[config.mk]
export PLATFORM = sky130hd
export DESIGN_NAME = tempo_pattern_step_sequencer
export DESIGN_NICKNAME = d
export VERILOG_FILES = /design/src/rtl/tpss_pkg.sv /design/src/rtl/tpss_ram.sv /design/src/rtl/tpss_voice.sv /design/src/rtl/tempo_pattern_step_sequencer.sv
export SDC_FILE = /design/constraint.sdc
export NUM_CORES = 2
export LEC_CHECK = 0
export BUFFER_PORTS_ARGS = -buffer_cell sky130_fd_sc_hd__buf_4
export CAP_MARGIN = 20
export CORE_MARGIN = 1.5
export CORE_UTILIZATION = 63
export CTS_CLUSTER_DIAMETER = 40
export CTS_CLUSTER_SIZE = 10
export DETAILED_ROUTE_END_ITERATION = 7
export HOLD_SLACK_MARGIN = 0.15
export PLACE_DENSITY = 0.85
export SYNTH_ARGS = -nofsm -noshare
export SYNTH_HDL_FRONTEND = slang
export SYNTH_SLANG_ARGS = --single-unit
[constraint.sdc]
create_clock -name clk -period 6.9 [get_ports clk]
set_input_delay 1.035 -clock clk [delete_from_list [all_inputs] [get_ports clk]]
set_output_delay 1.035 -clock clk [all_outputs]
set_load 0.01 [all_outputs]
[src/rtl/tpss_pkg.sv]
// Shared types and constants for the tempo pattern step sequencer.
package tpss_pkg;

  localparam int PATTERN_DEPTH = 64;
  localparam int MAX_STEPS     = 256;

  localparam int IDX_W  = $clog2(PATTERN_DEPTH > 1 ? PATTERN_DEPTH : 2);
  localparam int CNT_W  = $clog2(PATTERN_DEPTH + 1);
  localparam int STEP_W = 8;
  localparam int LEN_W  = 9;
  localparam int ECNT_W = 7;
  localparam int TEMPO_W = 16;
  localparam int ACC_W  = 12;
  localparam int SUM_W  = 13;
  localparam int DELTA_W = 11;
  localparam int MASK_W = 6;
  localparam int CFG_IDX_W  = 2;
  localparam int CFG_DATA_W = 16;

  localparam logic [SUM_W-1:0]   ACCUM_UNIT    = 13'd3600;
  localparam logic [TEMPO_W-1:0] TEMPO_DEFAULT = 16'd150;
  localparam logic [TEMPO_W-1:0] TEMPO_MIN     = 16'd30;
  localparam logic [TEMPO_W-1:0] TEMPO_MAX     = 16'd300;
  localparam int                 STEPS_SHIFT   = 2;  // four steps per beat
  localparam logic [2:0]         TOP_CHANNEL   = 3'd5;
  localparam logic [2:0]         NOISE_CH_MIN  = 3'd4;
  localparam logic [11:0]        NOISE_MASK    = 12'h01f;

  typedef enum logic [1:0] {
    ACT_LOAD  = 2'd0,
    ACT_START = 2'd1,
    ACT_TICK  = 2'd2
  } action_t;

  typedef enum logic [CFG_IDX_W-1:0] {
    CFG_TEMPO    = 2'd0,
    CFG_SONG_LEN = 2'd1,
    CFG_ENTRIES  = 2'd2
  } cfg_reg_t;

  typedef struct packed {
    logic [1:0]  action;
    logic [5:0]  entry_index;
    logic [7:0]  entry_step;
    logic [2:0]  entry_channel;
    logic        entry_noise;
    logic [11:0] entry_period;
    logic [4:0]  entry_volume;
  } in_item_t;

  typedef struct packed {
    logic [7:0]  step_index;
    logic [2:0]  voice_channel;
    logic        noise_mode;
    logic [11:0] voice_period;
    logic [4:0]  voice_volume;
    logic        voice_on;
    logic [5:0]  used_mask;
    logic        last;
  } out_item_t;

  typedef struct packed {
    logic [7:0]  step;
    logic [2:0]  channel;
    logic        noise;
    logic [11:0] period;
    logic [4:0]  volume;
  } entry_t;

  localparam int ENTRY_W = $bits(entry_t);

endpackage

[src/rtl/tpss_ram.sv]
// Generic single-write, single-read RAM with registered read data.
module tpss_ram #(
  parameter int WIDTH = 8,
  parameter int DEPTH = 16
) (
  input  logic                                      clk,
  input  logic                                      we,
  input  logic [$clog2(DEPTH > 1 ? DEPTH : 2)-1:0] waddr,
  input  logic [WIDTH-1:0]                          wdata,
  input  logic [$clog2(DEPTH > 1 ? DEPTH : 2)-1:0] raddr,
  output logic [WIDTH-1:0]                          rdata
);

  logic [WIDTH-1:0] mem [DEPTH];

  always_ff @(posedge clk) begin
    if (we) begin
      mem[waddr] <= wdata;
    end
    rdata <= mem[raddr];
  end

endmodule

[src/rtl/tpss_voice.sv]
// Turns one pattern entry into a voice command and flags a step match.
module tpss_voice (
  input  tpss_pkg::entry_t                 entry,
  input  logic [tpss_pkg::STEP_W-1:0]      step,
  input  logic [tpss_pkg::MASK_W-1:0]      mask_in,
  output logic                             match,
  output tpss_pkg::out_item_t              voice
);

  logic [2:0] ch;
  logic       nz;

  always_comb begin
    ch = (entry.channel > tpss_pkg::TOP_CHANNEL) ? tpss_pkg::TOP_CHANNEL : entry.channel;
    nz = entry.noise && (ch >= tpss_pkg::NOISE_CH_MIN);
    match = (entry.step == step);
    voice.step_index    = step;
    voice.voice_channel = ch;
    voice.noise_mode    = nz;
    voice.voice_period  = nz ? (entry.period & tpss_pkg::NOISE_MASK) : entry.period;
    voice.voice_volume  = entry.volume;
    voice.voice_on      = (entry.volume != 5'd0);
    voice.used_mask     = mask_in | (tpss_pkg::MASK_W'(1) << ch);
    voice.last          = 1'b0;
  end

endmodule

[src/rtl/tempo_pattern_step_sequencer.sv]
// Top level of the tempo pattern step sequencer: control, scan and output stage.
//
// Input channel (in_valid/in_ready/in_data) carries load, start and tick items.
// A load writes one pattern slot. A start rewinds step,
// phase and channel mask and, with a nonzero entry count, plays row 0. While playing, a tick
// adds four times the clamped tempo to the phase; on crossing 3600 the step
// advances and its row is played.
// Playing a row reads the pattern RAM one slot per cycle unless a receiver
// stall holds the scan, and an item that plays a row holds the input until
// the scan of entry_count slots (entry_count saturated to the store depth)
// and its flush are done. The single read port of the pattern RAM sets this pace.
// Each matching slot yields one voice command on out_valid/out_ready/out_data.
// One command is held back so the final one of a row carries last; a command
// moves from the held register to the output register only once the next
// matching slot or the end of the scan has been seen.
// A stalled receiver freezes the scan on a matching slot while a command is held; nothing is dropped.
// Configuration writes (cfg_valid/cfg_data at cfg_index) complete every cycle.
// Synchronous active-low reset idles the block, restores register defaults and
// clears step, phase and mask; pattern slots stay undefined until loaded.
module tempo_pattern_step_sequencer (
  input  logic                               clk,
  input  logic                               rst_n,
  input  logic                               in_valid,
  output logic                               in_ready,
  input  tpss_pkg::in_item_t                 in_data,
  output logic                               out_valid,
  input  logic                               out_ready,
  output tpss_pkg::out_item_t                out_data,
  input  logic                               cfg_valid,
  output logic                               cfg_ready,
  input  logic [tpss_pkg::CFG_IDX_W-1:0]     cfg_index,
  input  logic [tpss_pkg::CFG_DATA_W-1:0]    cfg_data
);

  typedef enum logic [1:0] {
    S_IDLE,
    S_SCAN,
    S_FLUSH
  } state_t;

  state_t state_r, state_nxt;

  // configuration
  logic [tpss_pkg::TEMPO_W-1:0] tempo_r, tempo_nxt;
  logic [tpss_pkg::LEN_W-1:0]   song_len_r, song_len_nxt;
  logic [tpss_pkg::ECNT_W-1:0]  entry_cnt_r, entry_cnt_nxt;

  // song state
  logic [tpss_pkg::STEP_W-1:0]  step_r, step_nxt;
  logic [tpss_pkg::ACC_W-1:0]   acc_r, acc_nxt;
  logic [tpss_pkg::MASK_W-1:0]  mask_r, mask_nxt;
  logic                         playing_r, playing_nxt;

  // scan state
  logic [tpss_pkg::IDX_W-1:0]   idx_r, idx_nxt;
  logic [tpss_pkg::CNT_W-1:0]   limit_r, limit_nxt;
  logic                         pend_v_r, pend_v_nxt;
  tpss_pkg::out_item_t          pend_r, pend_nxt;

  // output stage
  logic                         out_valid_r, out_valid_nxt;
  tpss_pkg::out_item_t          out_data_r, out_data_nxt;

  // pattern RAM
  logic                         ram_we;
  logic [tpss_pkg::IDX_W-1:0]   ram_raddr;
  logic [tpss_pkg::ENTRY_W-1:0] ram_rdata;
  tpss_pkg::entry_t             wr_entry;
  tpss_pkg::entry_t             rd_entry;

  logic                         match;
  tpss_pkg::out_item_t          voice;

  logic                         in_xfer;
  logic                         out_free;
  logic [tpss_pkg::CNT_W-1:0]   limit_cur;
  logic [tpss_pkg::TEMPO_W-1:0] tempo_cl;
  logic [tpss_pkg::DELTA_W-1:0] delta;
  logic [tpss_pkg::SUM_W-1:0]   acc_sum;
  logic [tpss_pkg::LEN_W-1:0]   len_cl;
  logic [tpss_pkg::LEN_W-1:0]   step_inc;
  logic                         scan_end;

  assign in_ready  = (state_r == S_IDLE);
  assign in_xfer   = in_valid && in_ready;
  assign cfg_ready = 1'b1;
  assign out_valid = out_valid_r;
  assign out_data  = out_data_r;
  assign out_free  = !out_valid_r || out_ready;

  assign wr_entry.step    = in_data.entry_step;
  assign wr_entry.channel = in_data.entry_channel;
  assign wr_entry.noise   = in_data.entry_noise;
  assign wr_entry.period  = in_data.entry_period;
  assign wr_entry.volume  = in_data.entry_volume;
  assign rd_entry         = tpss_pkg::entry_t'(ram_rdata);

  assign ram_we = in_xfer && (in_data.action == tpss_pkg::ACT_LOAD)
               && (32'(in_data.entry_index) < tpss_pkg::PATTERN_DEPTH);

  tpss_ram #(
    .WIDTH (tpss_pkg::ENTRY_W),
    .DEPTH (tpss_pkg::PATTERN_DEPTH)
  ) u_pattern (
    .clk   (clk),
    .we    (ram_we),
    .waddr (in_data.entry_index[tpss_pkg::IDX_W-1:0]),
    .wdata (wr_entry),
    .raddr (ram_raddr),
    .rdata (ram_rdata)
  );

  tpss_voice u_voice (
    .entry   (rd_entry),
    .step    (step_r),
    .mask_in (mask_r),
    .match   (match),
    .voice   (voice)
  );

  // tempo, song length and entry count saturation, phase sum, step increment and scan end
  always_comb begin
    if (tempo_r == '0) begin
      tempo_cl = tpss_pkg::TEMPO_DEFAULT;
    end else if (tempo_r < tpss_pkg::TEMPO_MIN) begin
      tempo_cl = tpss_pkg::TEMPO_MIN;
    end else if (tempo_r > tpss_pkg::TEMPO_MAX) begin
      tempo_cl = tpss_pkg::TEMPO_MAX;
    end else begin
      tempo_cl = tempo_r;
    end
    delta    = tpss_pkg::DELTA_W'(tempo_cl) << tpss_pkg::STEPS_SHIFT;
    acc_sum  = tpss_pkg::SUM_W'(acc_r) + tpss_pkg::SUM_W'(delta);
    len_cl   = (32'(song_len_r) > tpss_pkg::MAX_STEPS) ?
               tpss_pkg::LEN_W'(tpss_pkg::MAX_STEPS) : song_len_r;
    step_inc = tpss_pkg::LEN_W'(step_r) + tpss_pkg::LEN_W'(1);
    limit_cur = (32'(entry_cnt_r) > tpss_pkg::PATTERN_DEPTH) ?
                tpss_pkg::CNT_W'(tpss_pkg::PATTERN_DEPTH) : tpss_pkg::CNT_W'(entry_cnt_r);
    scan_end = ((tpss_pkg::CNT_W'(idx_r) + tpss_pkg::CNT_W'(1)) == limit_r);
  end

  always_comb begin
    state_nxt     = state_r;
    tempo_nxt     = tempo_r;
    song_len_nxt  = song_len_r;
    entry_cnt_nxt = entry_cnt_r;
    step_nxt      = step_r;
    acc_nxt       = acc_r;
    mask_nxt      = mask_r;
    playing_nxt   = playing_r;
    idx_nxt       = idx_r;
    limit_nxt     = limit_r;
    pend_v_nxt    = pend_v_r;
    pend_nxt      = pend_r;
    out_valid_nxt = out_valid_r && !out_ready;
    out_data_nxt  = out_data_r;
    ram_raddr     = '0;

    if (cfg_valid) begin
      case (cfg_index)
        tpss_pkg::CFG_TEMPO:    tempo_nxt     = cfg_data;
        tpss_pkg::CFG_SONG_LEN: song_len_nxt  = cfg_data[tpss_pkg::LEN_W-1:0];
        tpss_pkg::CFG_ENTRIES:  entry_cnt_nxt = cfg_data[tpss_pkg::ECNT_W-1:0];
        default: ;
      endcase
    end

    case (state_r)
      S_IDLE: begin
        // slot 0 is read every idle cycle so a row starts with data in hand
        idx_nxt   = '0;
        limit_nxt = limit_cur;
        if (in_xfer) begin
          case (in_data.action)
            tpss_pkg::ACT_START: begin
              step_nxt    = '0;
              acc_nxt     = '0;
              mask_nxt    = '0;
              playing_nxt = (limit_cur != '0);
              if (limit_cur != '0) begin
                state_nxt = S_SCAN;
              end
            end
            tpss_pkg::ACT_TICK: begin
              if (playing_r) begin
                if (acc_sum < tpss_pkg::ACCUM_UNIT) begin
                  acc_nxt = acc_sum[tpss_pkg::ACC_W-1:0];
                end else begin
                  acc_nxt   = tpss_pkg::ACC_W'(acc_sum - tpss_pkg::ACCUM_UNIT);
                  step_nxt  = (step_inc >= len_cl) ? '0 : step_inc[tpss_pkg::STEP_W-1:0];
                  // entry count cleared while armed: the step moves, no row to scan
                  if (limit_cur != '0) begin
                    state_nxt = S_SCAN;
                  end
                end
              end
            end
            default: ;
          endcase
        end
      end

      S_SCAN: begin
        // a match with a command already held must push that one out first
        if (match && pend_v_r && !out_free) begin
          ram_raddr = idx_r;
        end else begin
          ram_raddr = idx_r + tpss_pkg::IDX_W'(1);
          idx_nxt   = idx_r + tpss_pkg::IDX_W'(1);
          if (match) begin
            if (pend_v_r) begin
              out_valid_nxt = 1'b1;
              out_data_nxt  = pend_r;
            end
            pend_v_nxt = 1'b1;
            pend_nxt   = voice;
            mask_nxt   = voice.used_mask;
          end
          if (scan_end) begin
            state_nxt = S_FLUSH;
          end
        end
      end

      S_FLUSH: begin
        if (!pend_v_r) begin
          state_nxt = S_IDLE;
        end else if (out_free) begin
          out_valid_nxt     = 1'b1;
          out_data_nxt      = pend_r;
          out_data_nxt.last = 1'b1;
          pend_v_nxt        = 1'b0;
          state_nxt         = S_IDLE;
        end
      end

      default: state_nxt = S_IDLE;
    endcase
  end

  always_ff @(posedge clk) begin
    if (!rst_n) begin
      state_r     <= S_IDLE;
      tempo_r     <= tpss_pkg::TEMPO_DEFAULT;
      song_len_r  <= tpss_pkg::LEN_W'(16);
      entry_cnt_r <= '0;
      step_r      <= '0;
      acc_r       <= '0;
      mask_r      <= '0;
      playing_r   <= 1'b0;
      idx_r       <= '0;
      limit_r     <= '0;
      pend_v_r    <= 1'b0;
      out_valid_r <= 1'b0;
    end else begin
      state_r     <= state_nxt;
      tempo_r     <= tempo_nxt;
      song_len_r  <= song_len_nxt;
      entry_cnt_r <= entry_cnt_nxt;
      step_r      <= step_nxt;
      acc_r       <= acc_nxt;
      mask_r      <= mask_nxt;
      playing_r   <= playing_nxt;
      idx_r       <= idx_nxt;
      limit_r     <= limit_nxt;
      pend_v_r    <= pend_v_nxt;
      out_valid_r <= out_valid_nxt;
    end
    pend_r     <= pend_nxt;
    out_data_r <= out_data_nxt;
  end

  // held command never survives into idle
  a_idle_no_pending: assert property (@(posedge clk) disable iff (!rst_n)
    in_ready |-> !pend_v_r)
    else $error("pending command left when idle");

  // a row is only scanned while the song is armed
  a_scan_playing: assert property (@(posedge clk) disable iff (!rst_n)
    (state_r == S_SCAN) |-> playing_r)
    else $error("row scan while not playing");

  // phase stays below one step unit
  a_phase_range: assert property (@(posedge clk) disable iff (!rst_n)
    tpss_pkg::SUM_W'(acc_r) < tpss_pkg::ACCUM_UNIT)
    else $error("phase accumulator out of range");

  // every command marks its own channel as used
  a_mask_has_channel: assert property (@(posedge clk) disable iff (!rst_n)
    out_valid_r |-> out_data_r.used_mask[out_data_r.voice_channel])
    else $error("used mask misses command channel");

endmodule
==> metrics.md <==
| Metric | Value |
|---|---|
| Outcome | complete, but fails checks |
| Failing checks | design-rule violations |
| Crit path max fanout | 52 |
| Crit Path Class | flop to flop |
| First-pass GRT wire length | 322700 microns |
| Final Skew | between 30 and 40 ps |
| GRT Resource Usage Total | 34.61% |
| Endpoint type of the worst setup path | flop |
| Post_cts resized | 0 |
| Number of synthesis warnings | 0 |
| Reg clk slew, reported paths | 60 ps |
| Rows | 130 |
| Clock latency on the worst-skew pair | between 800 and 900 ps |
| Largest net degree at the start of global routing | 166 |
| Multi-input logic area | 18230 sq um |
| Least-Margin Pin Slew | 1250 ps |
| Required @ worst endpoint | between 7000 and 8000 ps |
| Slowest stage delay, CP | 730 ps |
| Power Density | 283.2 nW/um^2 |
| Maximum vdd drop | about 220 uV |
| Gate power share | 2.6% |
| I/O Buffers | 98 |
| Crit start category | flop |
| Slowest stage cell on the critical path | nand2_4 |
| Final net count | 5850 |
| Hold Startpoint | pend_r[9] |
| Vias in the first global route | 51144 |
| Period utilization | 77.84% |
| Core Region | 125400 sq um |
| RR Endpoint | u_pattern.rdata[3] |
| Grt ovf | 0 |
| Routed WL | 224500 microns |
| CP arrival | 6090 ps |
| Initial core utilization | 63.36% |
| DIE WIDTH | ~360 microns |
| Die ar. | 128300 sq um |
| RSZ-0062 raised after global routing | false |
| Post-Route Setup TNS | 0 ps |
| Tmin final | 5371 ps |
| DRC viols | 1 |
| Yosys reg bits | approximately 2000 |
| Async set or reset register ratio after synthesis | 0% |
| Seq/Total Area, Yosys | 75.50% |
| DR iter-0 viols | 9954 |
| HP Class | flop to flop |
| Fill cells | 6869 |
| Crit-path cells | xor2_1, or4_1, nor3_4, mux2_2, nand2_4, buf_4, buf_4, o22ai_1, nor4_1, a22o_1, a211oi_2 |
| Static Leakage | about 0.029 uW |
| Reg2Reg Depth | 11 |
| Buf/Inv on CP | 2 |
| Mapped Cells | 5605 |
| Postcts setup bufs | 0 |
| Max H-tree Level | 4 |
| # setup viols final | 0 |
| FF/Latch Area | roughly 60000 sq um |
| Syn Nets | 5690 |
| Post-synth EDFFs | 1929 |
| # hold bufs at CTS | 0 |
| Launching point of the worst reg2reg path | step_r[3] |
| # clock sinks | 2032 |
| Dominant synthesized flop cell | edfxtp_1 |
| Yosys cell types | slightly above 70 |
| Worst rel slew slack | between 10% and 20% |
| Dpl hpwl | 119500 microns |
| Clock share of power | 44.0% |
| DR pass1 iterations | 8 |
| Syn Area/Cell | between 10 and 15 sq um |
| Setup WS pre-CTS | 1432 ps |
| Synthesized area | 79460 sq um |
| CTS tree | yes |
| Highest clock rate | 186.2 MHz |
| Clock buffer depth | 3 |
| Detail Route Antenna Nets | 0 |
| WL/cell | 29.61 microns |
| Setup ws final | 1529 ps |
| Placer congestion estimate | 0.8979 |
| Vias per cell | 6.902 |
| Worst R2R Setup Slack | 1530 ps |
| Worst hold endpoint | out_data[9] |
| Reg power frac | around 53% |
| Chip height | 358.1 microns |
| P_sw | 5240 uW |
| Vias | 52317 |
| Crit path top cell by count | buf_4 |
| Layout area overhead | 12.59% |
| Total I/O pin count | 100 |
| Crit-path leading delay family | simple AND/OR/NAND/NOR gates |
| Share of layout cells above drive strength 1 | 11.28% |
| Max-cap viol count | 0 |
| Initial antenna violation count | 13 |
| Final hold viol count | 0 |
| Fin. max-slew vios | 0 |
| Hold path cells | 0 |
| Crit path depth | 11 |
| Cell internal pwr | about 20000 uW |
| Number of buffers created by CTS | 231 |
| Sw Ratio | 20.68% |
| Root Buffer | clkbuf_16 |
==> synthesized netlist by cell type (all sizes together), types with 3 or more instances <==
cell type | number | area (sq um)
edfxtp | 1929 | 57930
nand2 | 1359 | 5101
a21oi | 679 | 3398
mux2i | 313 | 3133
nor4 | 210 | 1439
buf | 182 | 1241
o22ai | 148 | 925.9
clkbuf | 144 | 540.5
nor2 | 124 | 468.0
dfxtp | 103 | 2062
a211oi | 36 | 410.4
nand3 | 33 | 165.2
or4 | 31 | 232.7
a22o | 29 | 254.0
ha | 24 | 300.3
o21ai | 24 | 120.1
xnor2 | 21 | 183.9
nor3 | 19 | 106.4
inv | 18 | 67.56
xor2 | 18 | 157.7
nor2b | 16 | 100.1
a21o | 13 | 97.59
and2 | 11 | 68.82
nand2b | 11 | 68.82
nand3b | 10 | 75.07
nor3b | 9 | 67.56
or2 | 8 | 50.05
a31oi | 7 | 43.79
and3 | 7 | 43.79
o21a | 7 | 52.55
a32o | 6 | 60.06
o211ai | 6 | 45.04
a32oi | 4 | 35.03
or3 | 4 | 25.02
or3b | 4 | 35.03
a2111oi | 3 | 26.28
nand4 | 3 | 18.77
o211a | 3 | 30.03
==> placed cells by master (no fill, tap or decap), types with 58 or more instances in the layout <==
| cell | count |
|---|---|
| nand2_1 | 1357 |
| nor2_4 | 65 |
| edfxtp_1 | 1929 |
| dfxtp_1 | 103 |
| mux2i_1 | 311 |
| nor4_1 | 186 |
| a21oi_1 | 679 |
| o22ai_1 | 148 |
| clkbuf_1 | 122 |
| buf_4 | 221 |
| clkbuf_16 | 235 |
| nor2_1 | 58 |
==> state kept, by name, indices dropped and copies added (netlist names) <==
register and cells:
u_pattern.mem 1856, out_data 37, pend_r 36, u_pattern.rdata 29
tempo_r 16, acc_r 10, song_len_r 9, step_r 8
entry_cnt_r 7, limit_r 7, idx_r 6, mask_r 6
state_r 2, out_valid 1, pend_v_r 1, playing_r 1
==> logic make-up (layout without fill, tap and decap cells) <==
logic type,Yosys count,count (layout),synth area share (%)
AOI/OAI and AO/OA,983,983,7.108
xor gates and xnor gates,39,39,0.4299
and+or+nand+nor,1863,1863,10.20
other,1,9,0.004719
DFF,2032,2032,75.50
muxes,317,317,4.028
adders and majority gates,25,25,0.4031
buffers and inverters,345,662,2.332
==> power groups by stage <==
stage	registers [uW]	logic (uW)	clock network [uW]
2_1_floorplan	13800	350	0
3_3_place_gp	13800	599	0
3_5_place_dp	13800	626	0
4_1_cts	13500	638	11100
5_1_grt	13500	695	11600
6_report	13500	656	11100
==> metrics by stage <==
step | utilization [%] | power [uW] | hold slack [ps] | cells | area, sq um
after floorplan | - | 14130 | 385.5 | 5605 | 79460
after global placement | 65.73 | 14380 | 393.7 | 7171 | 82440
after detailed placement | 65.88 | 14410 | 402.2 | 7181 | 82620
after CTS | 71.30 | 25290 | 407.7 | 7571 | 89420
after global routing | 71.33 | 25830 | 419.0 | 7574 | 89450
final | 71.34 | 25330 | 408.5 | 7580 | 89460
==> layout make-up <==
cell class              count  share of cell area, %
well taps                1650                  2.308
clock buffers             364                  7.193
clock inverters            26                 0.4014
multi-input cells        3228                  20.38
diodes                      8                0.02238
flip-flops and latches   2032                  67.05
inverters                  19                0.07972
repair buffers            253                  2.562
==> worst reg2reg max path: cells and delay by family (launching register included) <==
| kind | cells | cell delay (ps) |
|---|---|---|
| flip-flops | 1 | 480 |
| AO/OA/AOI/OAI | 3 | 650 |
| multiplexers | 1 | 610 |
| XOR/XNOR | 1 | 150 |
| AND/OR/NAND/NOR | 4 | 2490 |
| buffers and inverters | 2 | 880 |
==> worst max-delay path by stage <==
| stage | startpoint | to | slack (ps) |
|---|---|---|---|
| floorplan | out_ready | mask_r[0] | 1070 |
| global placement | out_ready | u_pattern.rdata[7] | 1590 |
| detailed placement | out_ready | u_pattern.rdata[4] | 1430 |
| CTS | tempo_r[11] | step_r[5] | 1640 |
| global route | tempo_r[11] | step_r[5] | 1370 |
| finish | step_r[3] | u_pattern.rdata[3] | 1530 |
==> per-layer routing <==
| metal | share of wire (%) | GRT usage [%] | vias to the layer above | wire (microns) |
|---|---|---|---|---|
| met5 | 0.041 | 0 | - | 92 |
| met4 | 6.9 | 22.25 | 16 | 15570 |
| met3 | 15 | 9.735 | 1094 | 32830 |
| met2 | 46 | 53.27 | 5067 | 103600 |
| met1 | 32 | 43.55 | 24926 | 72330 |
| li1 | - | - | 21214 | - |
No activity file was read; power rests on OpenSTA's default activity.
